File: src/design/rdc_pkg.sv
// Shared types and constants for the radix digit converter.
// No dependencies; used by rdc_ctrl, rdc_datapath and the top level.
package rdc_pkg;

  localparam logic [3:0] RADIX_RESET  = 4'd10;
  localparam logic [3:0] BASE_DEFAULT = 4'd10;
  localparam logic [3:0] BASE_MIN     = 4'd2;
  localparam logic [3:0] BASE_MAX     = 4'd9;

  typedef enum logic [1:0] {
    S_IDLE,
    S_DIV,
    S_READ,
    S_OUT
  } ctrl_state_t;

  typedef struct packed {
    logic load;
    logic div_step;
    logic pop;
  } dp_cmd_t;

  typedef struct packed {
    logic in_neg;
    logic neg;
    logic step_last;
    logic quo_zero;
    logic empty;
  } dp_stat_t;

  function automatic logic [3:0] eff_base(input logic [3:0] r);
    logic [3:0] b;
    if (r >= BASE_MIN && r <= BASE_MAX) begin
      b = r;
    end else begin
      b = BASE_DEFAULT;
    end
    return b;
  endfunction

endpackage

File: src/design/rdc_ctrl.sv
// Controller state machine for the radix digit converter.
// Depends on rdc_pkg; drives rdc_datapath through command/status structs.
module rdc_ctrl (
  input  logic              clk,
  input  logic              rst,
  input  logic              in_valid,
  output logic              in_stall,
  output logic              out_valid,
  input  logic              out_stall,
  input  rdc_pkg::dp_stat_t stat,
  output rdc_pkg::dp_cmd_t  cmd
);

  rdc_pkg::ctrl_state_t state;
  rdc_pkg::ctrl_state_t state_next;

  always_ff @(posedge clk) begin
    if (rst) begin
      state <= rdc_pkg::S_IDLE;
    end else begin
      state <= state_next;
    end
  end

  always_comb begin
    state_next = state;
    case (state)
      rdc_pkg::S_IDLE: begin
        if (in_valid) begin
          state_next = stat.in_neg ? rdc_pkg::S_OUT : rdc_pkg::S_DIV;
        end
      end
      rdc_pkg::S_DIV: begin
        if (stat.step_last && stat.quo_zero) begin
          state_next = rdc_pkg::S_READ;
        end
      end
      rdc_pkg::S_READ: begin
        state_next = rdc_pkg::S_OUT;
      end
      rdc_pkg::S_OUT: begin
        if (!out_stall) begin
          state_next = (stat.neg || stat.empty) ? rdc_pkg::S_IDLE : rdc_pkg::S_READ;
        end
      end
      default: begin
        state_next = rdc_pkg::S_IDLE;
      end
    endcase
  end

  always_comb begin
    in_stall     = 1'b1;
    out_valid    = 1'b0;
    cmd.load     = 1'b0;
    cmd.div_step = 1'b0;
    cmd.pop      = 1'b0;
    case (state)
      rdc_pkg::S_IDLE: begin
        in_stall = 1'b0;
        cmd.load = in_valid;
      end
      rdc_pkg::S_DIV: begin
        cmd.div_step = 1'b1;
      end
      rdc_pkg::S_READ: begin
        cmd.pop = 1'b1;
      end
      rdc_pkg::S_OUT: begin
        out_valid = 1'b1;
      end
      default: begin
        in_stall = 1'b1;
      end
    endcase
  end

endmodule

File: src/design/rdc_datapath.sv
// Datapath: radix register, bit-serial divider by the base, digit stack.
// Depends on rdc_pkg; controlled by rdc_ctrl.
module rdc_datapath #(
  parameter int VALUE_BITS = 31
) (
  input  logic              clk,
  input  logic              rst,
  input  logic              cfg_wr_en,
  input  logic [3:0]        cfg_wr_data,
  input  logic [31:0]       value,
  input  rdc_pkg::dp_cmd_t  cmd,
  output rdc_pkg::dp_stat_t stat,
  output logic [3:0]        digit,
  output logic              last_digit,
  output logic              invalid
);

  localparam int CntW  = $clog2(VALUE_BITS + 1);
  localparam int IdxW  = $clog2(VALUE_BITS);
  localparam int StepW = $clog2(VALUE_BITS);

  logic [3:0]            radix;
  logic [3:0]            base;
  logic [VALUE_BITS-1:0] mag;
  logic [VALUE_BITS-1:0] mag_next;
  logic [VALUE_BITS-1:0] mag_load;
  logic [3:0]            rem;
  logic [4:0]            trial;
  logic [4:0]            diff;
  logic                  qbit;
  logic [3:0]            rem_next;
  logic [StepW-1:0]      step;
  logic [CntW-1:0]       cnt;
  logic [CntW-1:0]       cnt_dec;
  logic                  neg;
  logic [3:0]            rd_data;
  logic [3:0]            stack [VALUE_BITS];

  always_ff @(posedge clk) begin
    if (rst) begin
      radix <= rdc_pkg::RADIX_RESET;
    end else if (cfg_wr_en) begin
      radix <= cfg_wr_data;
    end
  end

  assign base     = rdc_pkg::eff_base(radix);
  assign mag_load = VALUE_BITS'({{VALUE_BITS{1'b0}}, value});

  // one restoring-division step per cycle
  assign trial    = {rem, mag[VALUE_BITS-1]};
  assign qbit     = (trial >= {1'b0, base});
  assign diff     = trial - {1'b0, base};
  assign rem_next = qbit ? diff[3:0] : trial[3:0];
  assign mag_next = {mag[VALUE_BITS-2:0], qbit};
  assign cnt_dec  = cnt - CntW'(1);

  always_ff @(posedge clk) begin
    if (rst) begin
      cnt  <= '0;
      step <= '0;
      rem  <= '0;
      neg  <= 1'b0;
    end else if (cmd.load) begin
      cnt  <= '0;
      step <= '0;
      rem  <= '0;
      neg  <= value[31];
    end else if (cmd.div_step) begin
      if (stat.step_last) begin
        step <= '0;
        rem  <= '0;
        cnt  <= cnt + CntW'(1);
      end else begin
        step <= step + StepW'(1);
        rem  <= rem_next;
      end
    end else if (cmd.pop) begin
      cnt <= cnt_dec;
    end
  end

  always_ff @(posedge clk) begin
    if (cmd.load) begin
      mag <= mag_load;
    end else if (cmd.div_step) begin
      mag <= mag_next;
    end
  end

  always_ff @(posedge clk) begin
    if (cmd.div_step && stat.step_last) begin
      stack[cnt[IdxW-1:0]] <= rem_next;
    end
    if (cmd.pop) begin
      rd_data <= stack[cnt_dec[IdxW-1:0]];
    end
  end

  assign stat.in_neg    = value[31];
  assign stat.neg       = neg;
  assign stat.step_last = (step == StepW'(VALUE_BITS - 1));
  assign stat.quo_zero  = (mag_next == '0);
  assign stat.empty     = (cnt == '0);

  assign digit      = neg ? 4'd0 : rd_data;
  assign last_digit = neg || (cnt == '0);
  assign invalid    = neg;

endmodule

File: src/design/radix_digit_converter_unit.sv
// Radix digit converter top level: controller plus datapath.
// Sequence: accept the item, then one pass of the bit-serial divider per digit until the
// quotient is zero, then per digit a stack read and a present state.
// One item at a time; a negative item skips the divider: accept, then present.
// Output stalls hold the present state until the receiver takes the digit.
// Reset (rst, synchronous): controller idle, digit stack empty, radix = 10.
module radix_digit_converter_unit #(
  parameter int VALUE_BITS = 31
) (
  input  logic        clk,
  input  logic        rst,
  input  logic        cfg_wr_en,
  input  logic [3:0]  cfg_wr_data,
  input  logic        in_valid,
  output logic        in_stall,
  input  logic [31:0] value,
  output logic        out_valid,
  input  logic        out_stall,
  output logic [3:0]  digit,
  output logic        last_digit,
  output logic        invalid
);

  rdc_pkg::dp_cmd_t  cmd;
  rdc_pkg::dp_stat_t stat;

  rdc_ctrl u_ctrl (
    .clk       (clk),
    .rst       (rst),
    .in_valid  (in_valid),
    .in_stall  (in_stall),
    .out_valid (out_valid),
    .out_stall (out_stall),
    .stat      (stat),
    .cmd       (cmd)
  );

  rdc_datapath #(
    .VALUE_BITS (VALUE_BITS)
  ) u_dp (
    .clk         (clk),
    .rst         (rst),
    .cfg_wr_en   (cfg_wr_en),
    .cfg_wr_data (cfg_wr_data),
    .value       (value),
    .cmd         (cmd),
    .stat        (stat),
    .digit       (digit),
    .last_digit  (last_digit),
    .invalid     (invalid)
  );

`ifndef SYNTHESIS
  a_invalid_single : assert property (@(posedge clk) disable iff (rst)
    out_valid && invalid |-> digit == 4'd0 && last_digit)
    else $error("invalid item must be a single zero digit");

  a_no_overlap : assert property (@(posedge clk) disable iff (rst)
    in_valid && !in_stall |-> !out_valid)
    else $error("item accepted while a digit is pending");

  a_digit_range : assert property (@(posedge clk) disable iff (rst)
    out_valid |-> digit <= 4'd9)
    else $error("digit out of range");

  a_cmd_exclusive : assert property (@(posedge clk) disable iff (rst)
    $onehot0({cmd.load, cmd.div_step, cmd.pop}))
    else $error("conflicting datapath commands");
`endif

endmodule

File: config.mk
export PLATFORM = sky130hd
export DESIGN_NAME = radix_digit_converter_unit
export DESIGN_NICKNAME = d
export VERILOG_FILES = /design/src/design/rdc_pkg.sv /design/src/design/rdc_ctrl.sv /design/src/design/rdc_datapath.sv /design/src/design/radix_digit_converter_unit.sv
export SDC_FILE = /design/constraint.sdc
export NUM_CORES = 1
export LEC_CHECK = 0
export BUFFER_PORTS_ARGS = -buffer_cell sky130_fd_sc_hd__buf_2
export CAP_MARGIN = 5
export CORE_ASPECT_RATIO = 1.5
export CORE_MARGIN = 1
export CORE_UTILIZATION = 30
export CTS_BUF_LIST = sky130_fd_sc_hd__clkbuf_16
export DETAILED_ROUTE_END_ITERATION = 12
export PLACE_DENSITY = 0.42
export SLEW_MARGIN = 20
export SYNTH_ARGS = -nofsm -noshare
export SYNTH_HDL_FRONTEND = slang
export SYNTH_SLANG_ARGS = --single-unit
File: constraint.sdc
create_clock -name clk -period 3.5 [get_ports clk]
set_input_delay 0.525 -clock clk [delete_from_list [all_inputs] [get_ports clk]]
set_output_delay 0.525 -clock clk [all_outputs]
set_load 0.005 [all_outputs]
==> impl_results.md, run 1 <==
* Outcome: completed
* Count of distinct cell types in the synthesized netlist at 55
* WHS Path Cells at 2
* Nets in the synthesized netlist at 618
* Clock-pin transition on the worst setup and hold timing paths at 70 ps
* Number of vias in the routed layout at 4,628
* Number of placement rows at 72
* Cell taking the most area after synthesis: sky130_fd_sc_hd__edfxtp_1
* CP Data Required Time at 3590 ps
* #FFs+latches synth at 180
* Setup repair after global routing missed its margin: false
* Number of sinks driven by the clock tree at 180
* Pleak at 3.222 nW
* Wire length on met3 at 499 um
* ANT cells at 0
* Post-layout instance area at between 9000 and 10,000 um^2
* Power density of the placed cells at about 580 nW/um^2
* Worst setup margin at around 520 ps
* Total iterations of the first detailed-routing run at 4
* Element type at the critical path end: flip-flop
* Cell Count, Final, Fillers Out at 967
* Master cell of the clock root buffer: sky130_fd_sc_hd__clkbuf_16
* Die Span X at around 130 um
* Number of I/O port buffers at between 40 and 50
* Worst Clk Skew at 16.22 ps
* Cell with the most instances after synthesis: sky130_fd_sc_hd__edfxtp_1
* Synthesized area at 7908 um^2
* Top Metal Used: met4
* Total DRC errors in the routed layout at 0
* Post-synth EDFFs at between 150 and 200
* WL final at 16,950 um
* Vertical die dimension at 200.8 um
* WL met2 at 9462 um
* Antenna viol nets, final at 0
* Number of design-rule violations left by the first detailed-router iteration at 303
* Fin crit share at 85.20%
* Number of cells on the worst reg-to-reg path at 8
* TritonCTS clock tree: done
* Data arrival time at the worst-slack endpoint at roughly 3100 ps
* Main flop type after synthesis: sky130_fd_sc_hd__edfxtp_1
* Antenna violations before repair at 0
* Buffer levels on the longest clock path at 2
* Post-CTS setup buffer count at 0
* Largest net degree at the start of global routing at 32
* Share of flip-flops with an asynchronous set or reset after synthesis at 0%
* Total of max-cap violations at 0
* Share of post-route cells with drive strength above 1 at a little under a fifth
* Number of hold buffers added after CTS at 0
* Transition time of the tightest slew-check pin at around 970 ps
* Overflow left after global routing at 0
* DP Wirelength at approximately 12,000 um
* Design Power at 5.301 mW
* Average wire per cell in the routed design at 17.53 um
* Total number of H-tree levels at 4
* Die Footprint at 27,030 um^2
* Area after detailed placement at 8508 um^2
* Top post-synthesis cells by count: sky130_fd_sc_hd__edfxtp_1 (159), sky130_fd_sc_hd__nand2_1 (116), sky130_fd_sc_hd__nor2_1 (57)
* Synthesis warning total at 0
* Tightest slew margin relative to the limit at 35.61%
* Latest clock arrival within the worst-skew pair at 430 ps
* Maximum ir drop on the vdd rail at 0.2527 mV
* Path type of the worst setup path: reg2reg
* Worst Setup Start Kind: flip-flop
* Setup Total Neg Slack at 0 ps
* Avg Synthesized Cell Area at 14.00 um^2
* Post-synthesis cell count at between 500 and 600
* Classification of the worst-slack hold path: in2reg
* Number of endpoints with negative hold slack in the final report at 0
* Via/cell ratio at 4.786
* Number of global-route vias before repair at 4,785
* Min Tclk post-route at 2982 ps
* Upper clock frequency limit at 335.3 MHz
* Signed area change from the synthesized netlist to the final layout at 15.16%
* Cell Count Post-Placement at 934
* Final weighted congestion of routability-driven global placement at about 0.77
* Overall routing resource usage at 13.37%
* Sequential cell area fraction in the yosys report at 65.70%
* Cell types with the largest area share after synthesis: sky130_fd_sc_hd__edfxtp_1 (60%), sky130_fd_sc_hd__nand2_1 (5.5%), sky130_fd_sc_hd__dfxtp_1 (5.3%), sky130_fd_sc_hd__mux4_1 (5.0%), sky130_fd_sc_hd__mux4_2 (3.7%)
* Routed met1 length at 6678 um
* Final Slew Violations at 0
* Final hold slack at 302.0 ps
* CTS resizes at 0
* Core area at 25,850 um^2
* Nets at 674
* Global-route wire length before repair at 26,700 um
* Dpl ws at 487.1 ps
* Core utilization of the finished layout at between 30% and 40%
* Starting utilization of the core area at a little under a third
* Number of buffers inserted during clock tree synthesis at 17
* Final Setup Violations at 0
* Portion of synthesized cell area occupied by the leading cell type at about 60%
* Critical Path Fanout Max at 31
* Boundary pin count at 49
## path summary, 6_finish.rpt
check	from	end	slack, ps
worst max-delay path	u_dp.radix[2]	u_dp.stack[8][1]	520
worst min-delay path	cfg_wr_data[3]	u_dp.radix[3]	300
worst max register to register	u_dp.radix[2]	u_dp.stack[8][1]	520
worst min register to register	u_dp.radix[0]	u_dp.radix[0]	500
## cell type report
class                           count  area, um^2
Inverter                           12       45.04
Sequential cell                   180        5196
Fill cell                        2511       16750
Clock inverter                     15       156.4
Multi-Input combinational cell    351        2536
Clock buffer                       17       425.4
Tap cell                          333       416.7
Timing Repair Buffer               59       330.3
## flip-flops by register name, summed over array words and instances (netlist names)
| register | flops |
|---|---|
| u_dp.stack | 124 |
| u_dp.mag | 31 |
| u_dp.cnt | 5 |
| u_dp.step | 5 |
| u_dp.radix | 4 |
| u_dp.rd_data | 4 |
| u_dp.rem | 4 |
| u_ctrl.state | 2 |
| u_dp.invalid | 1 |
## critical path, cell delays in order, from the launching register on
cell                      delay [ps]
sky130_fd_sc_hd__dfxtp_1         380
sky130_fd_sc_hd__nor2_1           80
sky130_fd_sc_hd__xnor2_1         120
sky130_fd_sc_hd__and2_1          160
sky130_fd_sc_hd__ha_1            310
sky130_fd_sc_hd__and4_1          210
sky130_fd_sc_hd__or3_1           370
sky130_fd_sc_hd__o21ai_1         200
sky130_fd_sc_hd__o21a_1          790
## where the power goes
| group | total, mW | internal, mW | switching, mW |
|---|---|---|---|
| Combinational | 0.800 | 0.320 | 0.480 |
| Sequential | 2.61 | 2.54 | 0.0708 |
| Clock | 1.89 | 1.06 | 0.830 |
## metal layers
layer	up-vias	global-route usage (%)
met1	2283	14.66
met3	19	2.551
met2	99	24.87
met5	-	0
li1	2227	-
met4	0	5.337
## cell usage in the layout (no fill, tap or decap), drive strengths merged, types with 3 or more instances in the layout
master / count
nand2: 116
nand3: 5
ha: 11
o22ai: 5
a21oi: 19
nor4: 7
mux4: 28
clkinvlp: 4
mux2: 8
nor3: 10
and4: 3
edfxtp: 159
xnor2: 7
o21ai: 5
clkinv: 4
clkbuf: 17
a221oi: 4
o21a: 3
xor2: 4
mux2i: 15
nand2b: 5
nor2b: 9
buf: 59
and2: 3
inv: 17
nor2: 58
dfxtp: 21
nand4: 5
## kinds of logic (layout without fill, tap and decap cells)
group           Yosys count  in the layout  share of synthesized area (%)
flops                   180            180                          65.70
buf+inv                  34            103                          2.342
mux                      51             51                          11.72
xor+xnor                 11             11                          1.456
compound gates           50             50                          4.114
simple gates            227            227                          12.67
fa+ha+maj                12             12                          1.994
Note: power is estimated with default switching activity, not from simulation.
==> run 2, diff against run 1 <==
--- a/config.mk
+++ b/config.mk
@@ -5,7 +5,7 @@
 export SDC_FILE = /design/constraint.sdc
 export NUM_CORES = 1
 export LEC_CHECK = 0
-export BUFFER_PORTS_ARGS = -buffer_cell sky130_fd_sc_hd__buf_2
+export BUFFER_PORTS_ARGS = -buffer_cell sky130_fd_sc_hd__clkbuf_2
 export CAP_MARGIN = 5
 export CORE_ASPECT_RATIO = 1.5
 export CORE_MARGIN = 1
==> constraint.sdc (replaced) <==
create_clock -name clk -period 2.82 [get_ports clk]
set_input_delay 0.423 -clock clk [delete_from_list [all_inputs] [get_ports clk]]
set_output_delay 0.423 -clock clk [all_outputs]
set_load 0.005 [all_outputs]
==> impl_results.md, run 2 (synthesis results as in run 1) <==
* Outcome: completed
* Register share of total power at 49.2% (about the same)
* Path type of the worst setup path: reg2reg
* Total iterations of the first detailed-routing run at 4 (unchanged)
* Core area at 25,850 um^2 (unchanged)
* Setup repair after global routing missed its margin: false
* Via/cell ratio at 4.761 (-0.52%)
* WL final at 17,160 um (+1.3%)
* Share of post-route cells with drive strength above 1 at 19.91% (+0.82 points)
* Tightest slew margin relative to the limit at 58.34% (+23 points)
* Post-layout instance area at 9164 um^2 (+0.63%)
* Min Tclk post-route at 2629 ps (-353.0 ps)
* Vertical die dimension at 200.8 um (unchanged)
* Die Span X at 134.6 um (unchanged)
* Number of I/O port buffers at 48 (unchanged)
* Signed area change from the synthesized netlist to the final layout at 15.89%
* CP Data Required Time at 3040 ps (-550 ps)
* Met1 Resource Use GR at 15.53% (+0.87 points)
* Worst setup margin at 191.0 ps (-327.0 ps)
* Master cell of the clock root buffer: sky130_fd_sc_hd__clkbuf_16
* Dpl ws at -20.98 ps (-508.1 ps)
* Power density of the placed cells at 717.1 nW/um^2 (+23%)
* Number of placement rows at 72 (unchanged)
* Final weighted congestion of routability-driven global placement at 0.7462 (-2.8%)
* Number of buffers inserted during clock tree synthesis at 17 (unchanged)
* Share of total power in the clock network at 35.0% (-0.6 points)
* Upper clock frequency limit at 380.4 MHz (+13%)
* Psw at 1.703 mW (+23%)
* Setup Total Neg Slack at 0 ps (unchanged)
* Fraction of met3 tracks used by global routing at 3.157% (+0.61 points)
* DP Wirelength at 11,840 um (-0.84%)
* Number of design-rule violations left by the first detailed-router iteration at 277 (-8.6%)
* Number of sinks driven by the clock tree at 180 (unchanged)
* Data arrival time at the worst-slack endpoint at 2850 ps (-220 ps)
* Most common cell after layout, fill and taps aside: sky130_fd_sc_hd__edfxtp_1
* Average wire per cell in the routed design at 17.58 um (+0.32%)
* Pleak at 3.277 nW (+1.7%)
* Worst Clk Skew at 12.74 ps (-3.478 ps)
* Classification of the worst-slack hold path: in2reg
* Busiest layer in global routing: met2
* Total number of H-tree levels at 4 (unchanged)
* Number of global-route vias before repair at 4,761 (-0.50%)
* Transition time of the tightest slew-check pin at 623.4 ps (-342.4 ps)
* TritonCTS clock tree: done
* Clock-pin transition on the worst setup and hold timing paths at 70 ps (about the same)
* Max reg flops at 124 (unchanged)
* Nets at 683 (+1.3%)
* Global-route wire length before repair at 26,690 um (about the same)
* ANT cells at 0 (unchanged)
* Worst Setup Start Kind: flip-flop
* Core utilization of the finished layout at 35.44% (+0.22 points)
* Overflow left after global routing at 0 (unchanged)
* Final Slew Violations at 0 (unchanged)
* Boundary pin count at 49 (unchanged)
* Total internal power at 4.868 mW (+24%)
* Maximum ir drop on the vdd rail at 0.4589 mV (+82%)
* Number of endpoints with negative hold slack in the final report at 0 (unchanged)
* Die Footprint at 27,030 um^2 (unchanged)
* Latest clock arrival within the worst-skew pair at 440 ps (about the same)
* Combinational Power Share at 15.8% (+0.7 points)
* Antenna viol nets, final at 0 (unchanged)
* Overall routing resource usage at 13.40% (+0.031 points)
* Commonest non-fill, non-tap cells in the layout: sky130_fd_sc_hd__edfxtp_1 (159), sky130_fd_sc_hd__nand2_1 (116), sky130_fd_sc_hd__nor2_1 (56), sky130_fd_sc_hd__clkbuf_2 (48), sky130_fd_sc_hd__dfxtp_1 (20)
* Number of vias in the routed layout at 4,647 (+0.41%)
* Fillers at 2,527 (+0.64%)
* Antenna violations before repair at 0 (unchanged)
* Switching share of power at 25.92% (-0.12 points)
* Element type at the critical path end: flip-flop
* Critical Path Fanout Max at 31 (unchanged)
* Largest net degree at the start of global routing at 33 (+3.1%)
* Total of max-cap violations at 0 (unchanged)
* Area after detailed placement at 8596 um^2 (+1.0%)
* Starting utilization of the core area at 30.58% (unchanged)
* Total DRC errors in the routed layout at 0 (unchanged)
* Fin crit share at 93.23% (+8.0 points)
* Buffer levels on the longest clock path at 2 (unchanged)
* Final Setup Violations at 0 (unchanged)
* Fraction of met2 tracks used by global routing at 24.07% (-0.80 points)
## run 2: cell types whose count changed in the layout (fill, tap and decap cells not counted), moves of 2 or more
cell	previous run	this run
sky130_fd_sc_hd__buf_2	48	0
sky130_fd_sc_hd__buf_4	10	19
sky130_fd_sc_hd__clkbuf_2	0	48
sky130_fd_sc_hd__clkinv_2	2	6
sky130_fd_sc_hd__clkinv_4	2	0
sky130_fd_sc_hd__inv_6	4	2
## run 2: cell type report
class	instances	area, um^2	area share, %
multi-input cells	351	2540	27.72
repair buffers	68	402.9	4.396
inverters	12	45.04	0.4915
well taps	333	416.7	4.547
flip-flops and latches	180	5196	56.70
clock inverters	15	137.6	1.502
clock buffers	17	425.4	4.642
## run 2: critical path: stages (launching register included)
cell	delay, ps
sky130_fd_sc_hd__dfxtp_1	400
sky130_fd_sc_hd__nor2_1	80
sky130_fd_sc_hd__xnor2_1	120
sky130_fd_sc_hd__and2_1	160
sky130_fd_sc_hd__ha_1	320
sky130_fd_sc_hd__and4_1	200
sky130_fd_sc_hd__or3_1	370
sky130_fd_sc_hd__o21ai_1	250
sky130_fd_sc_hd__o21a_1	170
sky130_fd_sc_hd__buf_4	320
## run 2: repair_timing
item / in CTS / in global routing
gates resized for setup: 1 / 0
setup endpoints to repair: 31 / 0
buffers inserted: 0 / 0
hold buffers: 0 / 0
endpoints found under the hold margin: 0 / 0
## run 2: stage by stage
stage | total power, mW | cells | hold WS [ps]
4_1_cts | 6.669 | 976 | 176.8
3_3_place_gp | 4.330 | 944 | 475.6
6_report | 6.572 | 976 | 196.6
5_1_grt | 6.861 | 976 | 184.5
3_5_place_dp | 4.357 | 944 | 477.4
2_1_floorplan | 3.981 | 565 | 451.5
## run 2: final timing paths
path,from,to,slack (ps),cells past startpoint
worst min register to register,u_dp.rem[3],u_dp.rem[3],490,2
worst max register to register,u_dp.radix[2],u_dp.stack[5][1],190,9
worst min-delay path,cfg_wr_data[1],u_dp.radix[1],200,2
worst max-delay path,u_dp.radix[2],u_dp.stack[5][1],190,9
## run 2: power groups by stage
| stage | clock network [mW] | logic (mW) | registers, mW |
|---|---|---|---|
| 2_1_floorplan | 0 | 0.713 | 3.27 |
| 3_3_place_gp | 0 | 1.04 | 3.29 |
| 3_5_place_dp | 0 | 1.06 | 3.29 |
| 4_1_cts | 2.37 | 1.07 | 3.24 |
| 5_1_grt | 2.46 | 1.15 | 3.25 |
| 6_report | 2.30 | 1.04 | 3.23 |
## run 2: per-layer routing
layer | wire length (um) | vias up
met2 | 9344 | 99
met1 | 7070 | 2290
met4 | 204 | 0
li1 | - | 2245
met5 | 0 | -
met3 | 542 | 13
==> run 3, diff against run 2 <==
--- a/config.mk
+++ b/config.mk
@@ -5,6 +5,7 @@
 export SDC_FILE = /design/constraint.sdc
 export NUM_CORES = 1
 export LEC_CHECK = 0
+export ABC_AREA = 1
 export BUFFER_PORTS_ARGS = -buffer_cell sky130_fd_sc_hd__clkbuf_2
 export CAP_MARGIN = 5
 export CORE_ASPECT_RATIO = 1.5
==> impl_results.md, run 3 <==
* Area fraction in compound gates after synthesis at 10.33% (+6.2 points)
* Vertical die dimension at 202.8 um (+0.98%)
* Simple-gate portion of the synthesized area at 17.53% (+4.9 points)
* Adder-Cell Fraction of Synth Area at 1.955% (-0.039 points)
* Tightest slew margin relative to the limit at 55.75% (-2.6 points)
* Number of global-route vias before repair at 5,586 (+17%)
* Final hold slack at 199.3 ps (+2.757 ps)
* Cell types with the largest area share after synthesis: sky130_fd_sc_hd__edfxtp_1 (59%), sky130_fd_sc_hd__nand2_1 (7.7%), sky130_fd_sc_hd__nor2_1 (7.1%), sky130_fd_sc_hd__dfxtp_1 (5.2%), sky130_fd_sc_hd__o21ai_0 (4.3%)
* Setup Total Neg Slack at 0 ps (unchanged)
* Worst Clk Skew at 12.40 ps (-0.3397 ps)
* Dpl ws at 445.2 ps (+466.2 ps)
* Transition time of the tightest slew-check pin at 661.3 ps (+37.89 ps)
* #FFs+latches synth at 180 (unchanged)
* Classification of the worst-slack hold path: in2reg
* Number of buffers inserted during clock tree synthesis at 17 (unchanged)
* Mux contribution to synthesized area at 0% (-12 points)
* Buf/Inv on CP at 2 (+1)
* Post-CTS setup buffer count at 0 (unchanged)
* Number of endpoints with negative hold slack in the final report at 0 (unchanged)
* Critical Path Fanout Max at 32 (+3.2%)
* Share of post-route cells with drive strength above 1 at 13.97% (-5.9 points)
* CP max stage delay at 320 ps (-80 ps)
* Starting utilization of the core area at 30.45% (-0.14 points)
* Number of hold buffers added after CTS at 0 (unchanged)
* Number of vias in the routed layout at 5,493 (+18%)
* Signed area change from the synthesized netlist to the final layout at 14.51%
* Share of flip-flops with an asynchronous set or reset after synthesis at 0% (unchanged)
* Largest net degree at the start of global routing at 38 (+15%)
* Setup repair after global routing missed its margin: false
* Area after detailed placement at 8698 um^2 (+1.2%)
* Maximum ir drop on the vdd rail at 0.3822 mV (-17%)
* Power density of the placed cells at 757.9 nW/um^2 (+5.7%)
* Nets in the synthesized netlist at 815 (+32%)
* Total of max-cap violations at 0 (unchanged)
* Buffer levels on the longest clock path at 2 (unchanged)
* Min Tclk post-route at 2366 ps (-262.9 ps)
* Post-synthesis cell count at 762 (+35%)
* Post-layout instance area at 9235 um^2 (+0.78%)
* Global-route wire length before repair at 30,660 um (+15%)
* Count of distinct cell types in the synthesized netlist at 36 (-35%)
* Total number of H-tree levels at 4 (unchanged)
* Largest family of logic cells by synthesized area: simple AND/OR/NAND/NOR gates
* Worst setup margin at 453.8 ps (+262.9 ps)
* Path type of the worst setup path: reg2reg
* Pleak at 3.431 nW (+4.7%)
* Total iterations of the first detailed-routing run at 5 (+1)
* Critical path origin: u_dp.radix[1]
* Worst Setup Start Kind: flip-flop
* Die Span X at 135.9 um (+0.98%)
* CTS resizes at 0 (-1)
* Number of placement rows at 73 (+1.4%)
* Clock-pin transition on the worst setup and hold timing paths at 70 ps (about the same)
* TritonCTS clock tree: done
* Cell Count Post-Placement at 1,128 (+19%)
* Fin crit share at 83.91% (-9.3 points)
* Top post-synthesis cells by count: sky130_fd_sc_hd__nand2_1 (165), sky130_fd_sc_hd__edfxtp_1 (159), sky130_fd_sc_hd__nor2_1 (152)
* Most common cell after layout, fill and taps aside: sky130_fd_sc_hd__nand2_1
* Xor-xnor portion of the synthesized cell area at 1.505% (+0.049 points)
* Die Footprint at 27,560 um^2 (+2.0%)
* Portion of synthesized cell area occupied by the leading cell type at 59.20% (-1.2 points)
* Sequential cell area fraction in the yosys report at 64.41% (-1.3 points)
* Overflow left after global routing at 0 (unchanged)
* ANT cells at 0 (unchanged)
* Kind of cell adding the most delay to the critical path: compound AO/OA/AOI/OAI gates
* Overall routing resource usage at 15.11% (+1.7 points)
* Number of sinks driven by the clock tree at 180 (unchanged)
* Antenna viol nets, final at 0 (unchanged)
* Nets at 863 (+26%)
* Average wire per cell in the routed design at 16.92 um (-3.8%)
* Upper clock frequency limit at 422.6 MHz (+11%)
* Most frequent CP cell: sky130_fd_sc_hd__nand2_1
* Final Setup Violations at 0 (unchanged)
* Number of I/O port buffers at 48 (unchanged)
* DP Wirelength at 13,520 um (+14%)
* Main flop type after synthesis: sky130_fd_sc_hd__edfxtp_1
* Outcome: completed
* Total DRC errors in the routed layout at 0 (unchanged)
* Post-synth EDFFs at 159 (unchanged)
* Avg Synthesized Cell Area at 10.58 um^2 (-24%)
* Commonest non-fill, non-tap cells in the layout: sky130_fd_sc_hd__nand2_1 (165), sky130_fd_sc_hd__edfxtp_1 (159), sky130_fd_sc_hd__nor2_1 (152), sky130_fd_sc_hd__o21ai_0 (70), sky130_fd_sc_hd__clkbuf_2 (48)
* Synthesis warning total at 0 (unchanged)
* Boundary pin count at 49 (unchanged)
* Number of design-rule violations left by the first detailed-router iteration at 347 (+25%)
* Final weighted congestion of routability-driven global placement at 0.7557 (+1.3%)
* Master cell of the clock root buffer: sky130_fd_sc_hd__clkbuf_16
* Final Slew Violations at 0 (unchanged)
* Worst r2r src: u_dp.radix[1]
* Antenna violations before repair at 0 (unchanged)
* Design Power at 6.999 mW (+6.5%)
* Cell Count, Final, Fillers Out at 1,160 (+19%)
* Core utilization of the finished layout at 34.87% (-0.58 points)
* Via/cell ratio at 4.735 (-0.54%)
* Core area at 26,490 um^2 (+2.4%)
* Ordered list of cells on the worst path: nor2_1, xor2_1, inv_1, nand2_1, ha_1, a21oi_2, nand2_2, a21oi_4, nand2_1, o21ai_2, buf_12, nand2_1, a21oi_1
* Data arrival time at the worst-slack endpoint at 2730 ps (-120 ps)
* Cell taking the most area after synthesis: sky130_fd_sc_hd__edfxtp_1
* Element type at the critical path end: flip-flop
* Cell with the most instances after synthesis: sky130_fd_sc_hd__nand2_1
* WL final at 19,630 um (+14%)
* Hold path startpoint: rst
* Latest clock arrival within the worst-skew pair at 430 ps (about the same)
* CP Data Required Time at 3180 ps (+140 ps)
* Standard cell with the maximum stage delay on the critical path: sky130_fd_sc_hd__dfxtp_1
* Max reg flops at 124 (unchanged)
* Synthesized area at 8065 um^2 (+2.0%)
==> run 3: cell families after synthesis <==
group,Yosys count
AO/OA/AOI/OAI,136
XOR/XNOR,10
adder cells (fa/ha/maj),12
buffers and inverters,71
flip-flops,180
AND/OR/NAND/NOR,353
==> run 3: path summary, 6_finish.rpt <==
| check | cells past startpoint | slack [ps] | endpoint |
|---|---|---|---|
| worst max-delay path | 13 | 450 | u_dp.rem[2] |
| worst min-delay path | 2 | 200 | u_ctrl.state[1] |
| worst max register to register | 13 | 450 | u_dp.rem[2] |
| worst min register to register | 2 | 470 | u_dp.radix[0] |
==> run 3: area by class of cell <==
| cell class | instances | area, um^2 |
|---|---|---|
| clock buffers | 18 | 450.4 |
| flip-flops and latches | 180 | 5196 |
| multi-input cells | 511 | 2526 |
| well taps | 337 | 421.7 |
| clock inverters | 14 | 86.33 |
| inverters | 39 | 153.9 |
| fillers | 2697 | 17250 |
| repair buffers | 61 | 400.4 |
==> run 3: metal layers <==
layer	share of wire [%]	vias to the layer above	global-route usage (%)
li1	-	2715	-
met4	2.5	0	5.992
met5	0	-	0
met1	40	2630	16.81
met3	3.6	27	2.921
met2	54	121	27.77
==> run 3: power breakdown <==
part	total, mW	switching, mW	internal (mW)
clock	2.18	0.944	1.23
combinational	1.55	1.05	0.502
sequential	3.27	0.0981	3.17
total	7.00	2.09	4.91
